===== config.mk =====
export PLATFORM = sky130hd
export DESIGN_NAME = binary_max_heap_queue
export DESIGN_NICKNAME = d
export VERILOG_FILES = /design/src/bmhq_pkg.sv /design/src/binary_max_heap_queue.sv
export SDC_FILE = /design/constraint.sdc
export NUM_CORES = 2
export LEC_CHECK = 0
export BUFFER_PORTS_ARGS = -buffer_cell sky130_fd_sc_hd__buf_2
export CAP_MARGIN = 20
export CORE_UTILIZATION = 35
export CTS_CLUSTER_SIZE = 20
export DETAILED_ROUTE_END_ITERATION = 10
export GPL_ROUTABILITY_DRIVEN = 0
export PLACE_DENSITY = 0.45
export SYNTH_ARGS = -nofsm -noshare
export SYNTH_HDL_FRONTEND = slang
export SYNTH_SLANG_ARGS = --single-unit
export TNS_END_PERCENT = 100

===== constraint.sdc =====
create_clock -name i_clk -period 5.9 [get_ports i_clk]
set_input_delay 0 -clock i_clk [delete_from_list [all_inputs] [get_ports i_clk]]
set_output_delay 0 -clock i_clk [all_outputs]
set_load 0.01 [all_outputs]

===== src/bmhq_pkg.sv =====
// ----------------------------------------------------------------------------
// bmhq_pkg
// Types, codes and the control store for the binary max-heap priority queue.
// ----------------------------------------------------------------------------
package bmhq_pkg;

    localparam int CAPACITY = 64;
    localparam int IW       = $clog2(CAPACITY + 1);
    localparam int AW       = (CAPACITY > 1) ? $clog2(CAPACITY) : 1;

    localparam logic [1:0] CMD_INSERT  = 2'd0;
    localparam logic [1:0] CMD_EXTRACT = 2'd1;
    localparam logic [1:0] CMD_PEEK    = 2'd2;

    typedef enum logic [1:0] {
        ST_OK    = 2'd0,
        ST_EMPTY = 2'd1,
        ST_FULL  = 2'd2
    } t_status;

    typedef struct packed {
        logic [1:0]  command;
        logic [15:0] item_priority;
        logic [15:0] item_tag;
    } t_bmhq_req;

    typedef struct packed {
        logic [15:0] out_priority;
        logic [15:0] out_tag;
        logic [1:0]  status;
        logic [6:0]  entry_count_out;
    } t_bmhq_rsp;

    typedef enum logic [3:0] {
        S_IDLE, S_INS, S_UP_TEST, S_UP_CMP, S_UP_WR,
        S_EXT, S_EXT_ROOT, S_EXT_LAST,
        S_DN_L, S_DN_R, S_DN_RC, S_DN_DEC, S_DN_WR,
        S_DONE
    } t_step;

    typedef enum logic [2:0] {
        R_NONE, R_PARENT, R_ROOT, R_LAST, R_LEFT, R_RIGHT
    } t_rdsel;

    typedef enum logic [1:0] {
        W_NONE, W_CUR, W_RDATA, W_BEST
    } t_wrsel;

    typedef enum logic [3:0] {
        A_NONE, A_LATCH, A_INS, A_EXT, A_ROOT, A_LAST, A_UP,
        A_DN_INIT, A_PICK_L, A_PICK_R, A_DESCEND, A_DONE
    } t_act;

    typedef enum logic [3:0] {
        C_ALWAYS, C_DISPATCH, C_FULL, C_AT_ROOT, C_PAR_LESS, C_EMPTY,
        C_PEEK, C_ONE_LEFT, C_NO_LEFT, C_NO_RIGHT, C_MOVED, C_OUT_BUSY
    } t_cond;

    typedef struct packed {
        t_rdsel rd;
        t_wrsel wr;
        logic   wr_gated;
        t_act   act;
        t_cond  cond;
        t_step  tgt_t;
        t_step  tgt_f;
    } t_uword;

    function automatic logic [15:0] prio_of(input logic [31:0] w);
        return w[31:16];
    endfunction

    function automatic t_uword ucode(input t_step s);
        t_uword w;
        w = '{rd: R_NONE, wr: W_NONE, wr_gated: 1'b0, act: A_NONE,
              cond: C_ALWAYS, tgt_t: S_IDLE, tgt_f: S_IDLE};
        case (s)
            S_IDLE: begin
                w.act = A_LATCH; w.cond = C_DISPATCH;
            end
            S_INS: begin
                w.act = A_INS; w.cond = C_FULL;
                w.tgt_t = S_DONE; w.tgt_f = S_UP_TEST;
            end
            S_UP_TEST: begin
                w.rd = R_PARENT; w.cond = C_AT_ROOT;
                w.tgt_t = S_UP_WR; w.tgt_f = S_UP_CMP;
            end
            S_UP_CMP: begin
                w.wr = W_RDATA; w.wr_gated = 1'b1; w.act = A_UP;
                w.cond = C_PAR_LESS; w.tgt_t = S_UP_TEST; w.tgt_f = S_UP_WR;
            end
            S_UP_WR: begin
                w.wr = W_CUR; w.tgt_t = S_DONE;
            end
            S_EXT: begin
                w.rd = R_ROOT; w.act = A_EXT; w.cond = C_EMPTY;
                w.tgt_t = S_DONE; w.tgt_f = S_EXT_ROOT;
            end
            S_EXT_ROOT: begin
                w.rd = R_LAST; w.act = A_ROOT; w.cond = C_PEEK;
                w.tgt_t = S_DONE; w.tgt_f = S_EXT_LAST;
            end
            S_EXT_LAST: begin
                w.act = A_LAST; w.cond = C_ONE_LEFT;
                w.tgt_t = S_DONE; w.tgt_f = S_DN_L;
            end
            S_DN_L: begin
                w.rd = R_LEFT; w.act = A_DN_INIT; w.cond = C_NO_LEFT;
                w.tgt_t = S_DN_WR; w.tgt_f = S_DN_R;
            end
            S_DN_R: begin
                w.rd = R_RIGHT; w.act = A_PICK_L; w.cond = C_NO_RIGHT;
                w.tgt_t = S_DN_DEC; w.tgt_f = S_DN_RC;
            end
            S_DN_RC: begin
                w.act = A_PICK_R; w.tgt_t = S_DN_DEC;
            end
            S_DN_DEC: begin
                w.wr = W_BEST; w.wr_gated = 1'b1; w.act = A_DESCEND;
                w.cond = C_MOVED; w.tgt_t = S_DN_L; w.tgt_f = S_DN_WR;
            end
            S_DN_WR: begin
                w.wr = W_CUR; w.tgt_t = S_DONE;
            end
            S_DONE: begin
                w.act = A_DONE; w.cond = C_OUT_BUSY;
                w.tgt_t = S_DONE; w.tgt_f = S_IDLE;
            end
            default: begin
                w.tgt_t = S_IDLE;
            end
        endcase
        return w;
    endfunction

endpackage


===== src/binary_max_heap_queue.sv =====
// ----------------------------------------------------------------------------
// binary_max_heap_queue
// Bounded max-heap priority queue run by a microcoded step sequencer.
// ----------------------------------------------------------------------------
//  channel  | dir | handshake                  | payload
//  request  | in  | i_req_valid / o_req_stall  | i_req (t_bmhq_req)
//  response | out | o_rsp_valid / i_rsp_stall  | o_rsp (t_bmhq_rsp)
//
//  One request at a time. One heap RAM access per step, with registered read
//  data. Reset empties the heap at once (count cleared); RAM contents are not
//  cleared. A stalled response waits in the output register; the next request
//  is taken meanwhile, and its result waits for the register to free up.
// ----------------------------------------------------------------------------
module binary_max_heap_queue
    import bmhq_pkg::*;
(
    input  logic      i_clk,
    input  logic      i_rst_n,
    input  logic      i_req_valid,
    output logic      o_req_stall,
    input  t_bmhq_req i_req,
    output logic      o_rsp_valid,
    input  logic      i_rsp_stall,
    output t_bmhq_rsp o_rsp
);

    logic [31:0]   r_mem [CAPACITY];
    logic [31:0]   r_rdata;
    t_step         r_step, n_step;
    logic [IW-1:0] r_count;
    logic [IW-1:0] r_idx;
    logic [IW-1:0] r_bidx;
    logic [1:0]    r_cmd;
    logic [31:0]   r_cur;
    logic [31:0]   r_best;
    logic [15:0]   r_res_prio;
    logic [15:0]   r_res_tag;
    t_status       r_res_status;
    t_bmhq_rsp     r_out;
    logic          r_out_valid;

    t_uword        uw;
    logic          cond_true;
    logic          req_acc;
    logic          out_free;
    logic [IW:0]   child;
    logic [IW:0]   child_p1;
    logic [IW:0]   child_m1;
    logic [IW:0]   cnt_x;
    logic [IW-1:0] par_m1;
    logic [IW-1:0] cnt_m1;
    logic [IW-1:0] idx_m1;
    logic [AW-1:0] rd_addr;
    logic [AW-1:0] wr_addr;
    logic [31:0]   wr_data;
    logic          wr_en;
    t_step         dispatch;

    assign uw          = ucode(r_step);
    assign o_req_stall = (r_step != S_IDLE);
    assign req_acc     = i_req_valid && !o_req_stall;
    assign out_free    = !r_out_valid || !i_rsp_stall;
    assign o_rsp_valid = r_out_valid;
    assign o_rsp       = r_out;

    assign child    = {r_idx, 1'b0};
    assign child_p1 = child + (IW+1)'(1);
    assign child_m1 = child - (IW+1)'(1);
    assign cnt_x    = {1'b0, r_count};
    assign par_m1   = (r_idx >> 1) - IW'(1);
    assign cnt_m1   = r_count - IW'(1);
    assign idx_m1   = r_idx - IW'(1);

    always_comb begin
        case (uw.cond)
            C_ALWAYS:   cond_true = 1'b1;
            C_DISPATCH: cond_true = req_acc;
            C_FULL:     cond_true = (r_count >= IW'(CAPACITY));
            C_AT_ROOT:  cond_true = (r_idx == IW'(1));
            C_PAR_LESS: cond_true = (prio_of(r_rdata) < prio_of(r_cur));
            C_EMPTY:    cond_true = (r_count == '0);
            C_PEEK:     cond_true = (r_cmd == CMD_PEEK);
            C_ONE_LEFT: cond_true = (r_count == IW'(1));
            C_NO_LEFT:  cond_true = (child > cnt_x);
            C_NO_RIGHT: cond_true = (child_p1 > cnt_x);
            C_MOVED:    cond_true = (r_bidx != r_idx);
            C_OUT_BUSY: cond_true = !out_free;
            default:    cond_true = 1'b0;
        endcase
    end

    always_comb begin
        if (i_req.command == CMD_INSERT) begin
            dispatch = S_INS;
        end else if (i_req.command inside {CMD_EXTRACT, CMD_PEEK}) begin
            dispatch = S_EXT;
        end else begin
            dispatch = S_DONE;
        end
    end

    always_comb begin
        if (uw.cond == C_DISPATCH) begin
            n_step = req_acc ? dispatch : S_IDLE;
        end else begin
            n_step = cond_true ? uw.tgt_t : uw.tgt_f;
        end
    end

    always_comb begin
        case (uw.rd)
            R_PARENT: rd_addr = par_m1[AW-1:0];
            R_ROOT:   rd_addr = '0;
            R_LAST:   rd_addr = cnt_m1[AW-1:0];
            R_LEFT:   rd_addr = child_m1[AW-1:0];
            R_RIGHT:  rd_addr = child[AW-1:0];
            default:  rd_addr = '0;
        endcase
    end

    always_comb begin
        case (uw.wr)
            W_CUR:   wr_data = r_cur;
            W_RDATA: wr_data = r_rdata;
            W_BEST:  wr_data = r_best;
            default: wr_data = r_cur;
        endcase
    end

    assign wr_en   = (uw.wr != W_NONE) && (!uw.wr_gated || cond_true);
    assign wr_addr = idx_m1[AW-1:0];

    // heap RAM: one write, one registered read per cycle
    always_ff @(posedge i_clk) begin
        if (wr_en) begin
            r_mem[wr_addr] <= wr_data;
        end
        r_rdata <= r_mem[rd_addr];
    end

    always_ff @(posedge i_clk) begin
        if (!i_rst_n) begin
            r_step      <= S_IDLE;
            r_count     <= '0;
            r_out_valid <= 1'b0;
        end else begin
            r_step <= n_step;
            if (uw.act == A_INS && !cond_true) begin
                r_count <= r_count + IW'(1);
            end else if (uw.act == A_LAST) begin
                r_count <= cnt_m1;
            end
            if (uw.act == A_DONE && out_free) begin
                r_out_valid <= 1'b1;
            end else if (!i_rsp_stall) begin
                r_out_valid <= 1'b0;
            end
        end
    end

    always_ff @(posedge i_clk) begin
        case (uw.act)
            A_LATCH: begin
                if (req_acc) begin
                    r_cmd        <= i_req.command;
                    r_cur        <= {i_req.item_priority, i_req.item_tag};
                    r_res_prio   <= '0;
                    r_res_tag    <= '0;
                    r_res_status <= ST_OK;
                end
            end
            A_INS: begin
                if (cond_true) begin
                    r_res_status <= ST_FULL;
                end else begin
                    r_idx <= r_count + IW'(1);
                end
            end
            A_EXT: begin
                if (cond_true) begin
                    r_res_status <= ST_EMPTY;
                end
            end
            A_ROOT: begin
                r_res_prio <= r_rdata[31:16];
                r_res_tag  <= r_rdata[15:0];
            end
            A_LAST: begin
                r_cur <= r_rdata;
                r_idx <= IW'(1);
            end
            A_UP: begin
                if (cond_true) begin
                    r_idx <= r_idx >> 1;
                end
            end
            A_DN_INIT: begin
                r_best <= r_cur;
                r_bidx <= r_idx;
            end
            A_PICK_L: begin
                if (prio_of(r_rdata) > prio_of(r_best)) begin
                    r_best <= r_rdata;
                    r_bidx <= child[IW-1:0];
                end
            end
            A_PICK_R: begin
                if (prio_of(r_rdata) > prio_of(r_best)) begin
                    r_best <= r_rdata;
                    r_bidx <= child_p1[IW-1:0];
                end
            end
            A_DESCEND: begin
                if (cond_true) begin
                    r_idx <= r_bidx;
                end
            end
            A_DONE: begin
                if (out_free) begin
                    r_out.out_priority    <= r_res_prio;
                    r_out.out_tag         <= r_res_tag;
                    r_out.status          <= r_res_status;
                    r_out.entry_count_out <= 7'(r_count);
                end
            end
            default: begin
            end
        endcase
    end

endmodule


==> run_results.csv <==
group,metric,value,unit
sta,finalCritPeriodShare,0.777,
logic_synthesis,synth_cells,7191,
floorplan,io_pins,81,
floorplan,row_count,186,
critical_path,cp.required,6.37,ns
critical_path,slowest_delay,0.61,ns
clock_network,cts_root_buffer,"clkbuf_16",
critical_path,criticalPathCategory,"reg -> reg",
final_layout,drive_gt1_frac,0.122,
logic_synthesis,synth_top_area_cell,"edfxtp_1",
grt,grt_pass1_vias,56000,
power_and_ir_drop,finalPower,54600,uW
sta,period_minus_slack,4.59,ns
sta,fin_skew,0.0903,ns
final_layout,final_core_util,0.413,
logic_synthesis,ys.flop_type,"edfxtp_1",
route,wl_per_cell,27.5,um
route,via_count,58600,
critical_path,start_kind,"flop",
final_layout,area_growth_syn_to_layout,17.0,%
sta,tightest_slew,1.18,ns
clock_network,postCtsSetupRepairBufs,0,
floorplan,start_util,0.353,
critical_path,path_cells,"inv_1 -> ha_1 -> or4bb_1 -> o32a_1 -> o32ai_1 -> nor4_2 -> and2_1 -> a21oi_2 -> o211ai_4 -> buf_4 -> nor2_4 -> buf_4",
logic_synthesis,avgSynthCellArea,12.7,um2
power_and_ir_drop,power_density,513,nW/um2
sta,slew_viol_final,0,
power_and_ir_drop,leakagePower,0.0379,uW
sta,rsz0062_at_grt,"false",
clock_network,htree_levels,4,
critical_path,cpMaxStageDelayCell,"a21oi_2",
logic_synthesis,synth_edf_count,2203,
floorplan,fp.dieH,512,um
clock_network,clkTransAtPathRegs,0.06,ns
logic_synthesis,synthTopCellsByCount,"nand2_1 (2733), edfxtp_1 (2203), nand3_1 (527)",
floorplan,core,258000,um2
grt,antenna_found_initial,30,
place,portBuffers,80,
floorplan,die_w,512,um
place,place_hpwl,192,mm
sta,slew_headroom,0.213,
clock_network,clk_latency,0.92,ns
logic_synthesis,synth_warnings,0,
power_and_ir_drop,ir_worst_vdd,0.454,mV
clock_network,cts_buffer_depth,3,
sta,setup_viol,0,
grt,grt_max_degree,140,
route,drt-vias-per-instance,5.29,
floorplan,dieArea,262000,um2
sta,fmax,0.218,GHz
logic_synthesis,synth.area.top_cells,"edfxtp_1 (73%), nand2_1 (11%), o211ai_1 (4.2%)",
route,routed_wl,305,mm
hold_path,hp-class,"in -> reg",
grt,grt_pass1_wl,432,mm
logic_synthesis,synth.most_common_cell,"nand2_1",
critical_path,crit_top_cell,"buf_4",
critical_path,crit_arrival,5.06,ns
route,dr.first_iter.drc_count,6211,
route,drt_pre_antenna_iters,8,
outcome,status,"finished clean",
clock_network,cts.sinks,2247,
run,drv_cap,0,
logic_synthesis,synth_cell_type_count,72,
logic_synthesis,async_flop_share,0,
critical_path,endpoint_kind,"flop",
final_layout,nets,7536,
logic_synthesis,ys_ff_latch,2247,
critical_path,cp_max_fo,32,
logic_synthesis,synth_area,91000,um2
grt,grt_overflow,0,
clock_network,cts_resized,0,
sta,fin_tns_setup,0,ns
final_layout,fillers,23800,
clock_network,cts-buffers-inserted,239,
logic_synthesis,ys_seq_area_frac,0.737,
grt,grt_use_total,0.230,
logic_synthesis,synth_top_area_share,0.727,
route,route.detailed.drc,0,
route,ant_nets,0,
clock_network,tritoncts,"done",
sta,hold_violations,0,
logic_synthesis,synth_fp_nets,7274,
timing repair:
item,in CTS,in global routing
endpoints found under the setup margin,0,0
hold buffers,73,0
endpoints found under the hold margin,155,0
stage by stage:
step	setup slack, ns	instances	cell area [um2]	hold WS, ns
final	1.31	11100	106000	0.0914
after global routing	1.04	11100	106000	0.0689
after CTS	1.29	11100	106000	0.00555
after detailed placement	1.30	10500	97700	0.222
after global placement	0.840	10500	97700	0.216
after floorplan	1.00	7191	91000	0.0989
final timing paths:
| kind | slack [ns] | cells after the start | to | startpoint |
|---|---|---|---|---|
| max | 1.31 | 12 | r_mem[62][13] | r_idx[1] |
| min | 0.09 | 4 | r_cur[19] | i_req[19] |
| max reg2reg | 1.31 | 12 | r_mem[62][13] | r_idx[1] |
| min reg2reg | 0.42 | 0 | o_rsp[14] | r_res_tag[5] |
power breakdown:
group | internal, uW | switching [uW] | total [uW]
logic | 4960 | 14300 | 19200
registers | 19600 | 619 | 20200
clock network | 8680 | 6510 | 15200
total | 33200 | 21400 | 54600
cell usage in the layout, fill, tap and decap left out, types with 50 or more instances in the layout:
cell type	Yosys	layout
buf_2	183	80
nor2_4	0	68
edfxtp_1	2203	2203
clkinv_1	0	61
clkinv_2	0	53
o211ai_1	515	515
buf_4	4	282
a41oi_1	128	125
nand3_1	527	527
inv_1	50	50
dlygate4sd3_1	0	73
nand2_1	2733	2728
buf_12	0	50
clkbuf_16	0	243
per-layer routing:
layer,up-vias,wire length (um),GRT usage
li1,26600,-,-
met1,29800,139000,0.332
met2,1775,140000,0.360
met3,348,17200,0.0309
met4,6,8360,0.0675
met5,-,47,0
critical path, delay by kind of cell, from the launching register on:
kind | cells | cell delay, ns
flip-flops | 1 | 0.55
buffers and inverters | 3 | 1.01
AND/OR/NAND/NOR | 4 | 0.91
AO/OA/AOI/OAI | 4 | 1.45
adder cells (fa/ha/maj) | 1 | 0.19
registers in the layout, summed over array words and instances (netlist names):
signal,cells
o_rsp,41
o_rsp_valid,1
r_best,32
r_bidx,7
r_cmd,2
r_count,7
r_cur,32
r_idx,7
r_mem,2048
r_rdata,32
r_res_prio,16
r_res_status,2
r_res_tag,16
r_step,4
area by class of cell:
class | count | area, um2 | share of cell area
Multi-Input combinational cell | 4429 | 22700 | 0.213
Sequential cell | 2247 | 67000 | 0.630
Tap cell | 3384 | 4230 | 0.0398
Antenna cell | 31 | 77.6 | 0.000729
Timing Repair Buffer | 486 | 4260 | 0.0401
Clock inverter | 171 | 1640 | 0.0154
Clock buffer | 286 | 6270 | 0.0589
Inverter | 50 | 188 | 0.00176
logic make-up (layout without fill, tap and decap cells):
group | Yosys count | in the layout | synth area share
flip-flops | 2247 | 2247 | 0.737
XOR/XNOR | 30 | 30 | 0.00289
buffers and inverters | 515 | 993 | 0.0241
AO/OA/AOI/OAI | 795 | 795 | 0.0659
adder cells (fa/ha/maj) | 45 | 45 | 0.00619
other | 0 | 31 | 0
AND/OR/NAND/NOR | 3486 | 3486 | 0.156
multiplexers | 73 | 73 | 0.00850
No activity file was read; power rests on OpenSTA's default activity.
